File: config.mk
export PLATFORM = sky130hd
export DESIGN_NAME = pffa_ram
export DESIGN_NICKNAME = d
export VERILOG_FILES = /design/src/rtl/pffa_ram.sv
export SDC_FILE = /design/constraint.sdc
export NUM_CORES = 1
export LEC_CHECK = 0
export BUFFER_PORTS_ARGS = -buffer_cell sky130_fd_sc_hd__buf_2
export CORE_ASPECT_RATIO = 1.4
export CORE_UTILIZATION = 50
export CTS_CLUSTER_SIZE = 40
export DETAILED_ROUTE_END_ITERATION = 12
export PLACE_DENSITY = 0.67
export SYNTH_ARGS = -nofsm -noshare
export SYNTH_HDL_FRONTEND = slang
export SYNTH_SLANG_ARGS = --single-unit
File: constraint.sdc
create_clock -name clk -period 3.35 [get_ports clk]
set_input_delay 0.1675 -clock clk [delete_from_list [all_inputs] [get_ports clk]]
set_output_delay 0.1675 -clock clk [all_outputs]
set_load 0.1 [all_outputs]
File: src/rtl/pffa_ram.sv
`default_nettype none
// ----------------------------------------------------------------------------
// pffa_ram: generic single-write, single-read memory
// One write port and one read port; read data is registered.
// ----------------------------------------------------------------------------
module pffa_ram #(
	parameter int WIDTH = 8,
	parameter int DEPTH = 16,
	parameter int ADDR_W = (DEPTH > 1) ? $clog2(DEPTH) : 1
) (
	input  wire logic              clk,
	input  wire logic              we,
	input  wire logic [ADDR_W-1:0] waddr,
	input  wire logic [WIDTH-1:0]  wdata,
	input  wire logic [ADDR_W-1:0] raddr,
	output logic      [WIDTH-1:0]  rdata
);

	logic [WIDTH-1:0] mem_q [DEPTH];
	logic [WIDTH-1:0] rdata_q;

	// write then registered read
	always_ff @(posedge clk) begin
		if (we) begin
			mem_q[waddr] <= wdata;
		end
		rdata_q <= mem_q[raddr];
	end

	assign rdata = rdata_q;

endmodule
`default_nettype wire

# Word level (Yosys, flattened, before mapping)

Memory sizes are Yosys's and may differ from the RTL's. A register that Yosys moved wholly into a read port is not among the register bits.
Cells that the tools add are included.

Memory bits (writable): 128
Memories kept: 1
Output and inout port bits: 8
Register bits: 0

Muxes and demuxes: 2

Memories:

| memory | words | width | read ports | clocked after memory_dff | wr ports | RTL line | source |
|---|---|---|---|---|---|---|---|
| mem_q  | 16    | 8     | 1          | 1                        | 1        | 19       | `logic [WIDTH-1:0] mem_q [DEPTH];` |

Operators with widths:

| operator         | number |
|---|---|
| 1-bit 2-to-1 mux | 2 |

# Depth between registers and ports, before layout

Word-level depth: 2
Gate-level depth with buffers: 5
Mapped depth without buffers: 3

# Worst setup path before layout

Ideal clock, no wire load.

Path type: input -> register
Start: input port waddr[2]
End: memory mem_q[0][0] (enable)
Cell stages on the path: 2
Data required time: 2.967 ns
Path buffers: 0
Arrival time: 1.277 ns
Setup time: 0.383 ns
Slack: 1.690 ns
Cells stage by stage: or3b_2 -> nor3_1

RTL lines:

| element            | RTL line | source |
|---|---|---|
| start: declaration | 13       | `input wire logic [ADDR_W-1:0] waddr,` |
| end: declaration   | 19       |  |

Straight into the memory's write port.

==> impl_metrics.py <==
metrics = {
    "floorplan": {
        "die_x_um": 87.75,
        "fp-row-count": 43,
        "core_area_um2": 9953,
        "start_util_pct": 51.72,
        "ios": 26,
        "dieArea_um2": 10710,
        "die_y_um": 122.1,
    },
    "sta": {
        "setup_viol": 0,
        "report.final.hold_viol_count": 0,
        "rsz0062_at_grt": "no",
        "final.setup_skew_ns": 0.003885,
        "tightest_slew_ns": 1.106,
        "fmax_ghz": 0.6396,
        "totalNegativeSetupSlack_ns": 0,
        "period_share_pct": 46.67,
        "slew_headroom_pct": 26.02,
        "fin_crit_ns": 1.564,
        "report.final.slew_viol_count": 0,
    },
    "global_route": {
        "grt_max_degree": 33,
        "antenna_found_initial": 0,
        "grt_overflow": 0,
        "grt_pass1_wl_um": 14410,
        "grt_pass1_vias": 2407,
        "grtUsageTotal_pct": 20.44,
    },
    "drt": {
        "drt_iter0_markers": 216,
        "dr.pass1.iters": 4,
        "ant_nets": 0,
        "drc_errors": 0,
        "wire_per_inst_um": 23.25,
        "viasPerCell": 5.787,
        "routed-via-count": 2413,
        "wirelength_um": 9696,
    },
    "logic_synthesis": {
        "synth-seq-cells": 136,
        "synth_cell_types": 19,
        "syn_area_um2": 5147,
        "yosysWarningCount": 0,
        "syn_inst": 229,
        "syn-num-nets": 247,
        "synth.yosys.seq_area_share_pct": 77.78,
        "syn_area_per_cell_um2": 22.48,
    },
    "final_layout": {
        "area_growth_pct": 17.23,
        "num-fill-cells": 701,
        "nNetsFinal": 287,
        "regArea_um2": 4004,
        "drive_gt1_share_pct": 28.37,
        "multiInputGateArea_um2": 1057,
        "antennaDiodeCount": 0,
    },
    "cts": {
        "cts_hold_buf": 0,
        "cts_buffers": 17,
        "cts_htree_levels": 4,
        "cts.sinks": 136,
        "clockBufferDepth": 2,
        "cts.reportedPaths.clkPinSlew_ns": 0.05,
        "cts_tree": "built",
        "cts-resized-gates": 0,
        "cts_setup_buffers": 0,
        "cts-root-buf": "clkbuf_16",
        "clock_latency_ns": 0.41,
    },
    "power_and_ir_drop": {
        "finalPower_uw": 4129,
        "switchingPower_uw": 844.4,
        "peakVddDrop_uv": 385.8,
        "p_int_uw": 3284,
        "power.leakage_uw": 0.002028,
        "power_frac_comb_pct": 6.0,
        "pwr-share-seq_pct": 46.4,
        "p_per_area_nw_per_um2": 684.2,
        "p_clk_share_pct": 47.6,
        "p_sw_share_pct": 20.45,
    },
    "worst_setup_path": {
        "worst_setup_path_end_kind": "flip-flop",
        "worst_setup_path_start_kind": "primary input",
        "path_max_fanout": 19,
        "crit_required_ns": 3.64,
        "worst-endpoint-arrival_ns": 1.85,
        "critPathKind": "primary input to flip-flop",
    },
    "status": {
        "status": "complete, no violations",
    },
    "job": {
        "maxCapViolations": 0,
    },
    "placement": {
        "hpwl_um": 6041,
        "numPortBuffers": 25,
        "gp_congestion": 0.7547,
    },
    "min_path": {
        "min_path_type": "primary input to flip-flop",
    },
}
## cell type report
class	count	area share [%]
sequential	136	66.35
multi-input combinational	83	17.52
clock buffer	18	7.112
clock inverter	14	3.400
timing repair buffer	31	2.820
tap	135	2.799
## layer usage
metal,global-route usage [%],up-vias,share of wire [%]
li1,-,1054,-
met2,32.03,92,51
met4,10.55,0,2.7
met1,26.72,1247,41
met5,0,-,0
met3,4.743,20,5.4
## synthesized netlist by cell type, drive strengths merged
| master | instances | area (um2) |
|---|---|---|
| clkdlybuf4s25 | 3 | 30.03 |
| dfxtp | 8 | 160.2 |
| a22oi | 16 | 120.1 |
| nand3 | 1 | 5.000 |
| or3b | 1 | 8.760 |
| nand3b | 2 | 15.01 |
| and2b | 1 | 7.510 |
| nor2 | 13 | 48.80 |
| and2 | 1 | 6.260 |
| nor3 | 4 | 20.02 |
| nand2b | 2 | 12.51 |
| buf | 7 | 56.30 |
| nand2 | 9 | 33.78 |
| mux4 | 32 | 773.2 |
| nor2b | 1 | 6.260 |
| edfxtp | 128 | 3844 |
## worst max-delay path, cell delays in order
cell and delay (ns):
buf_2 0.49, buf_4 0.31, mux4_1 0.58, a22oi_1 0.22
nand2_1 0.08
## placed cells by master (no fill, tap or decap), drive strengths merged
master    Yosys  routed
a22oi        16      16
and2          1       1
and2b         1       1
buf           7      31
bufinv        0       5
clkbuf        0      18
clkinv        0       6
clkinvlp      0       3
dfxtp         8       8
edfxtp      128     128
mux4         32      32
nand2         9       9
nand2b        2       2
nand3         1       1
nand3b        2       2
nor2         13      13
nor2b         1       1
nor3          4       4
or3b          1       1
## metrics by stage
step / utilization (%) / std cells / hold WS (ns) / instance area, um2 / worst slack (ns)
floorplan: - / 229 / 0.2664 / 5147 / 1.690
global placement: 54.26 / 385 / 0.5497 / 5400 / 1.368
detailed placement: 54.26 / 385 / 0.5615 / 5400 / 1.339
CTS: 60.63 / 417 / 0.1280 / 6035 / 1.769
global route: 60.63 / 417 / 0.1412 / 6035 / 1.680
finish: 60.63 / 417 / 0.1396 / 6035 / 1.786
## sequential cells by signal, summed over array words and instances (netlist names)
register / count
rdata: 8
mem_q: 128
## final timing paths
| path | depth (start not counted) | slack [ns] | from | endpoint |
|---|---|---|---|---|
| worst min register to register | 3 | 0.67 | mem_q[14][4]$_DFFE_PP_ | rdata[4]$_DFF_P_ |
| worst max register to register | 3 | 1.97 | mem_q[1][1]$_DFFE_PP_ | rdata[1]$_DFF_P_ |
| worst min-delay path | 1 | 0.14 | wdata[6] | mem_q[2][6]$_DFFE_PP_ |
| worst max-delay path | 5 | 1.79 | raddr[0] | rdata[3]$_DFF_P_ |
## kinds of logic (layout without fill, tap and decap cells)
family,Yosys count,in the layout,synth area share (%)
buffers and inverters,10,63,1.677
muxes,32,32,15.02
DFF,136,136,77.78
and+or+nand+nor,35,35,3.184
AOI/OAI and AO/OA,16,16,2.334
## power by group through the flow
stage | clock, uW | combinational, uW | sequential [uW]
finish | 1970 | 248 | 1910
global placement | 0 | 246 | 1950
floorplan | 0 | 96.6 | 2030
global route | 2050 | 263 | 1920
detailed placement | 0 | 251 | 1950
CTS | 1990 | 251 | 1910
No activity file was read; power rests on OpenSTA's default activity.
