===== config.mk =====
export PLATFORM = sky130hd
export DESIGN_NAME = pffa_alu
export DESIGN_NICKNAME = d
export VERILOG_FILES = /design/src/rtl/pffa_pkg.sv /design/src/rtl/pffa_alu.sv
export SDC_FILE = /design/constraint.sdc
export NUM_CORES = 1
export LEC_CHECK = 0
export BUFFER_PORTS_ARGS = -buffer_cell sky130_fd_sc_hd__buf_2
export CORE_UTILIZATION = 35
export DETAILED_ROUTE_END_ITERATION = 16
export PLACE_DENSITY = 0.62
export SLEW_MARGIN = 5
export SYNTH_ARGS = -nofsm -noshare
export SYNTH_HDL_FRONTEND = slang
export SYNTH_SLANG_ARGS = --single-unit

===== constraint.sdc =====
create_clock -name vclk -period 17.2
set_clock_uncertainty 0.05 [all_clocks]
set_input_delay 2.58 -clock vclk [all_inputs]
set_output_delay 2.58 -clock vclk [all_outputs]
set_load 0.005 [all_outputs]

===== src/rtl/pffa_pkg.sv =====
`default_nettype none
// ----------------------------------------------------------------------------
// pffa_pkg: shared types and constants of the paged first-fit allocator
// Request and response payloads, status codes, register indexes, ALU flags.
// ----------------------------------------------------------------------------
package pffa_pkg;

	localparam int CFG_W      = 5;
	localparam int CFG_IDX_W  = 2;
	localparam int CNT_W      = 16;
	localparam int SIZE_W     = 32;
	localparam int ALIGN_W    = 5;
	localparam int PS_W       = 40;
	localparam int OFS_W      = 32;

	localparam logic [CNT_W-1:0] CNT_MAX = {CNT_W{1'b1}};

	localparam logic OP_ALLOC = 1'b0;
	localparam logic OP_FREE  = 1'b1;

	localparam logic [CFG_IDX_W-1:0] CFG_PAGE_SIZE_LOG2 = 2'd0;
	localparam logic [CFG_IDX_W-1:0] CFG_MAX_PAGES      = 2'd1;

	typedef enum logic [1:0] {
		STAT_OK        = 2'd0,
		STAT_NO_PAGE   = 2'd1,
		STAT_LIST_FULL = 2'd2,
		STAT_NOT_FOUND = 2'd3
	} status_t;

	typedef struct packed {
		logic                opcode;
		logic [SIZE_W-1:0]   alloc_size;
		logic [ALIGN_W-1:0]  align_log2;
		logic [PS_W-1:0]     block_start;
		logic [PS_W-1:0]     block_end;
	} alloc_req_t;

	typedef struct packed {
		status_t             status;
		logic [PS_W-1:0]     page_start;
		logic [OFS_W-1:0]    offset_in_page;
	} alloc_rsp_t;

	typedef struct packed {
		logic lt;
		logic eq;
	} alu_flags_t;

endpackage
`default_nettype wire


===== src/rtl/pffa_alu.sv =====
`default_nettype none
// ----------------------------------------------------------------------------
// pffa_alu: shared add / subtract / compare unit
// One adder serves every address sum, difference and magnitude compare.
// ----------------------------------------------------------------------------
module pffa_alu import pffa_pkg::*; #(
	parameter int W = 42
) (
	input  wire logic [W-1:0] a,
	input  wire logic [W-1:0] b,
	input  wire logic         sub,
	output logic      [W-1:0] res,
	output alu_flags_t        flags
);

	logic [W:0] sum;

	// a - b as a + ~b + 1; carry out set means a >= b
	assign sum       = {1'b0, a} + {1'b0, (sub ? ~b : b)} + {{W{1'b0}}, sub};
	assign res       = sum[W-1:0];
	assign flags.lt  = sub & ~sum[W];
	assign flags.eq  = (sum[W-1:0] == '0);

endmodule
`default_nettype wire


* Yosys cells after proc, flatten, opt, wreduce, memory -nomap -nowiden
Index checks and enable logic that the tools add are counted.
** Word-level totals
- Register bits after elaboration :: 0
- Bits of input ports :: 85
- Logic and storage cells :: 7
** Cells by class
- $add $sub $neg :: 2
- Muxes and demuxes :: 1
- Bitwise gates (word level) :: 3
- Reductions and logical operators :: 1
** Operator list (number)
- adder 42 x 42 -> 43 bit :: 1
- adder 43 x 1 -> 43 bit :: 1
- zero test 42 bit :: 1
- 2-to-1 mux 42 bit :: 1
- NOT 42 bit :: 1
- AND 1 bit :: 1
- NOT 1 bit :: 1

* Depth between registers and ports, before layout
Gate-level depths: netlist (run 1).
- Word-level depth :: 6
- Depth in mapped cells :: 15
- Mapped depth without buffers :: 13

* Least setup slack after synthesis (run 1)
OpenSTA, ideal clock, no wires.
- Path kind :: input-to-output
- From :: in sub
- To :: out flags[0] (netlist bit)
- Data arrival time :: 6601 ps
- Required time :: 14570 ps
- Setup slack :: 7969 ps
- Stages :: 14
- Buffers on the path :: 2
- Path through :: clkbuf_1 -> clkbuf_1 -> xor2_1 -> ha_1 -> nand2_1 -> nor4_1 -> o211ai_1 -> a211o_1 -> a211o_1 -> a21oi_4 -> xor2_2 -> or4_1 -> or4_1 -> a2111oi_2
** RTL lines
- start: declaration :: RTL line pffa_alu.sv:11 : input wire logic sub,
- end: declaration :: RTL line pffa_alu.sv:13 : output alu_flags_t flags

==> flow_summary.ini, run 1 <==
[global_routing]
antenna_found_initial = 0
overflow = 0
track_usage_pct = 20.6
grt_pass1_wl_mm = 16.9
grt_pass1_vias = 3558
grt_max_degree = 44

[placed_design]
portBuffers = 129
dp_hpwl_mm = 8.99
gp_congestion = 0.901
placed_cells = 663
post_dp_cell_area_um2 = 3990

[power_and_ir_drop]
vdd_drop_max_v = 0.0000237
power_frac_seq_pct = 0
clkPwrFrac_pct = 0
powerDensity_nw_per_um2 = 60.7
p_leak_nw = 1.83
p_int_w = 0.000102
p_sw_w = 0.000141
p_comb_share_pct = 100.0
p_sw_share_pct = 58.1

[synthesis]
syn_avg_cell_area_um2 = 7.55
synth_fp_nets = 567
synth_cells = 437
synth_cell_types = 75
synthTopCellsByArea = ha_1 17%, xor2_1 16%, a21oi_1 5.9%
synth-warning-count = 0
synth_top_area_cell = ha_1
ys_top_cells_by_count = 62 x xor2_1, 45 x nand2_1, 44 x ha_1, 39 x a21oi_1, 29 x nor2_1
netlist_area_um2 = 3300
synth_top_area_share_pct = 16.7
synth.most_common_cell = xor2_1
seq_area_frac_synth_pct = 0

[clock_network]
post_cts_buffers = 0
post_cts_resized = 0
cts_hold_buf = 0

[finish]
fin_cells = 663
n_clock_buffer = 0
multi_input_area_um2 = 3170
area_delta_synth_final_pct = 20.9
diodes = 0
nNetsFinal = 684
stdcell_area_um2 = 3990
seq_area_um2 = 0
num-fill-cells = 955
seq_cell_count = 0
drive_above_1_share_pct = 30.8

[critical_path]
critical-path-max-stage-delay_ps = 750
crit_chain = buf_2 > buf_4 > xor2_1 > ha_1 > nand2_1 > nor2_1 > nand2_1 > a2111oi_0 > nor3_1 > xnor2_1 > or4b_1 > or4_1 > or4_1 > a2111oi_2 > buf_2
crit_type = in -> out
critPathRequiredTime_ps = 14570
critPathCaptureType = output pin
critPathSlowestCell = a2111oi_0
cp.arrival_ps = 7370
crit_path_max_fanout = 43
cp-start-kind = primary input

[sta]
rsz0062_at_grt = false
hold_violations = 0
slew_headroom_pct = 45.5
setup_tns_ps = 0
setup_viol = 0
min_period_over_period_pct = 58.1
slew_viol_final = 0
fmax_mhz = 100
tightest_slew_ps = 805
period_needed_ps = 10000

[floorplanning]
die_x_um = 99.1
initial_core_util_pct = 35.9
ios = 129
num_rows = 35
die_height_um = 99.1
dieArea_um2 = 9820
coreArea_um2 = 9200

[route]
viasPerCell = 5.63
vias = 3734
drt-total-wl_mm = 10.6
wl_per_cell_um = 15.9
drc = 0
firstDrtPassIters = 7
drt_iter0_markers = 222
drtAntennaViolNets = 0

[hold_path]
hp-class = in -> out

[run_status]
status = finished clean

[run]
drv_cap = 0
==> cell families after synthesis <==
group                    Yosys count  share of synthesized area, %
AO/OA/AOI/OAI                    156                          36.1
XOR/XNOR                          74                          19.9
buffers and inverters             23                          4.02
AND/OR/NAND/NOR                  134                          20.8
multiplexers                       5                          1.93
adder cells (fa/ha/maj)           45                          17.3
==> power groups by stage <==
stage	Sequential (W)	Combinational (W)	Clock, W
2_1_floorplan	0	0.000163	0
3_3_place_gp	0	0.000238	0
3_5_place_dp	0	0.000239	0
4_1_cts	0	0.000240	0
5_1_grt	0	0.000265	0
6_report	0	0.000242	0
==> critical path, delay by kind of cell <==
family	cells	cell delay (ps)
AND/OR/NAND/NOR	7	2110
adder cells (fa/ha/maj)	1	460
XOR/XNOR	2	340
AO/OA/AOI/OAI	2	1050
buffers and inverters	3	790
==> layout by cell type, fill, tap and decap left out, types with 5 or more instances in the layout <==
cell / instances
nand3_1: 5
xor2_1: 62
a211oi_1: 8
nand4_1: 7
o21a_1: 7
inv_1: 8
a21oi_1: 39
nor3_1: 12
a21oi_4: 5
ha_1: 44
buf_2: 129
a21o_1: 12
o21ai_1: 7
o21ai_0: 27
nor2_1: 29
xnor2_1: 11
nand2_1: 45
==> final cells by class <==
type | count | area share, %
tap | 111 | 3.48
inverter | 8 | 0.753
multi-input combinational | 414 | 79.4
timing repair buffer | 130 | 16.4
==> routing by layer <==
metal / routed length, µm / up-vias / global-route usage, %
li1: - / 1872 / -
met1: 4930 / 1704 / 28.1
met2: 4890 / 144 / 36.4
met3: 591 / 14 / 0.993
met4: 148 / 0 / 3.39
met5: 0 / - / 0
==> final timing paths <==
path	start	endpoint	cells after the start
hold / removal	a[0]	res[0]	3
setup / recovery	sub	flags[0]	15
==> through the flow <==
stage	total power (W)	hold WS (ps)	setup slack [ps]	utilization, %
3_3_place_gp	0.000238	5440	7260	43.4
3_5_place_dp	0.000239	5440	7190	43.4
4_1_cts	0.000240	5440	7180	43.4
6_report	0.000242	5430	7200	43.4
2_1_floorplan	0.000163	5170	7970	-
5_1_grt	0.000265	5460	6870	43.4
Note: power is estimated with default switching activity, not from simulation.
==> run 2: changes to the inputs <==
Settings changed: ABC_AREA set to 1.
Clock period 17.2 ns to 9.15 ns, I/O delays scaled along.
==> run 2 against run 1 <==
Effect of this change:
- die area up 23%
- worst setup slack worse by 3900 ps
- synthesized cell count up 90%
- highest routed layer unchanged
- final cell count up 66%
- non-clock buffer count unchanged
- clock-buffer cell count unchanged
- power up 97%
- worst hold slack worse by 2300 ps
- synthesized area up 24%
- critical path depth up 9
==> flow_summary.ini, run 2 <==
[run_status]
status = finished clean

[floorplanning]
dieArea_um2 = 12100
initial_core_util_pct = 35.8
coreArea_um2 = 11400
die_x_um = 110
ios = 129
die_height_um = 110
num_rows = 39

[critical_path]
crit_type = in -> out
cp-start-kind = primary input
cp.arrival_ps = 4390
critPathRequiredTime_ps = 7730
critPathCaptureType = output pin
crit_path_max_fanout = 44

[global_routing]
grt_max_degree = 45
grt_busiest_layer = met2
met2_usage_pct = 35.9
overflow = 0
antenna_found_initial = 0
grt_use_met1_pct = 34.2
grt_pass1_wl_mm = 21.2
grt_pass1_vias = 4434
grt_use_met3_pct = 0.999
track_usage_pct = 22.3

[route]
vias = 5055
viasPerCell = 4.60
firstDrtPassIters = 5
drt_iter0_markers = 315
wl_per_cell_um = 12.4
drc = 0
drt-total-wl_mm = 13.6
drtAntennaViolNets = 0

[hold_path]
min_to = res[0]
min-delay-start = a[0]
hp-class = in -> out
hold_depth = 6

[synthesis]
seq_area_frac_synth_pct = 0
synth.most_common_cell = nand2_1
synth_top_area_cell = nand2_1
syn_avg_cell_area_um2 = 4.93
synth_fp_nets = 960
synth_cell_types = 28
ys_top_cells_by_count = 313 x nand2_1, 181 x inv_1, 67 x nor2_1, 44 x ha_1, 42 x xor2_1
netlist_area_um2 = 4090
synth_top_area_share_pct = 28.7
synth_cells = 830
synthTopCellsByArea = nand2_1 29%, inv_1 17%, ha_1 13%
synth-warning-count = 0

[finish]
area_delta_synth_final_pct = 19.9
diodes = 0
drive_above_1_share_pct = 18.6
seq_cell_count = 0
layout_common_cells = 313 x nand2_1, 181 x inv_1, 129 x buf_2, 67 x nor2_1, 44 x ha_1
nNetsFinal = 1087
num-fill-cells = 1350
final_common_cell = nand2_1
n_clock_buffer = 0
utilization_pct = 42.9
seq_area_um2 = 0

[sta]
tightest_slew_ps = 689
min_period_over_period_pct = 63.5
fmax_mhz = 172
setup_tns_ps = 0
slew_headroom_pct = 54.1
hold_violations = 0
setup_viol = 0
rsz0062_at_grt = false
period_needed_ps = 5810
slew_viol_final = 0

[placed_design]
gp_congestion = 0.939
dp_hpwl_mm = 12.2
portBuffers = 129

[power_and_ir_drop]
powerDensity_nw_per_um2 = 97.1
vdd_drop_max_v = 0.0000387
p_leak_nw = 3.17

[clock_network]
cts_hold_buf = 0
post_cts_buffers = 0
post_cts_resized = 0

[run]
drv_cap = 0
-- run 2: cell types whose count changed after synthesis, moves of 16 or more --
cell     delta
nand2_1   +268
nand2_2    +22
xor2_1     -20
inv_1     +173
o21ai_0    -16
nand3_1    +32
nor2_1     +38
-- run 2: power by group --
group / internal (W) / leakage [nW] / switching (W) / total, W
Clock: 0 / 0 / 0 / 0
Sequential: 0 / 0 / 0 / 0
Combinational: 0.000173 / 3.17 / 0.000303 / 0.000476
Total: 0.000173 / 3.17 / 0.000303 / 0.000476
-- run 2: metal layers --
metal	up-vias	part of all wire (%)
met1	2147	52
met2	151	42
met4	0	0.35
li1	2751	-
met3	6	5.7
met5	-	0
-- run 2: cells by family after synthesis --
logic type / Yosys count / share of synthesized area [%]
buffers and inverters: 194 / 17.8
adder cells (fa/ha/maj): 45 / 13.9
AO/OA/AOI/OAI: 59 / 7.74
XOR/XNOR: 44 / 9.42
AND/OR/NAND/NOR: 488 / 51.1
-- run 2: area by class of cell --
type,count,area (µm²),share of cell area (%)
well taps,143,179,3.65
repair buffers,130,653,13.3
inverters,189,709,14.5
multi-input cells,636,3360,68.6
-- run 2: worst max-delay path by stage --
stage               slack (ps)       end  cells after the start  from
detailed placement        3320  flags[0]                     22   sub
floorplan                 4120  flags[0]                     19   sub
global route              2970  flags[0]                     24   sub
CTS                       3300  flags[0]                     22   sub
global placement          3300  flags[0]                     22   sub
finish                    3340  flags[0]                     24   sub
-- run 2: critical path, stage by stage --
cell	delay, ps
buf_2	70
buf_4	550
nor2_1	130
nor2_2	150
inv_1	60
fa_1	390
inv_1	130
nand2_1	80
nand2_1	80
nand3_1	110
nand2_1	150
nand2_2	70
nand2_2	80
nand2_1	50
nand2_1	110
nand2_1	80
nor2_2	90
nand2_1	100
nor2_2	90
nand2_1	60
nor2_1	90
nand2_1	70
nor2_2	80
buf_2	110
-- run 2: per-stage QoR --
| step | hold slack (ps) | instances | power [W] | worst slack [ps] | area, µm² |
|---|---|---|---|---|---|
| 2_1_floorplan | 2880 | 830 | 0.000310 | 4120 | 4090 |
| 3_3_place_gp | 3090 | 1098 | 0.000471 | 3300 | 4900 |
| 3_5_place_dp | 3090 | 1098 | 0.000470 | 3320 | 4900 |
| 4_1_cts | 3090 | 1098 | 0.000472 | 3300 | 4900 |
| 5_1_grt | 3130 | 1098 | 0.000540 | 2970 | 4900 |
| 6_report | 3090 | 1098 | 0.000476 | 3340 | 4900 |
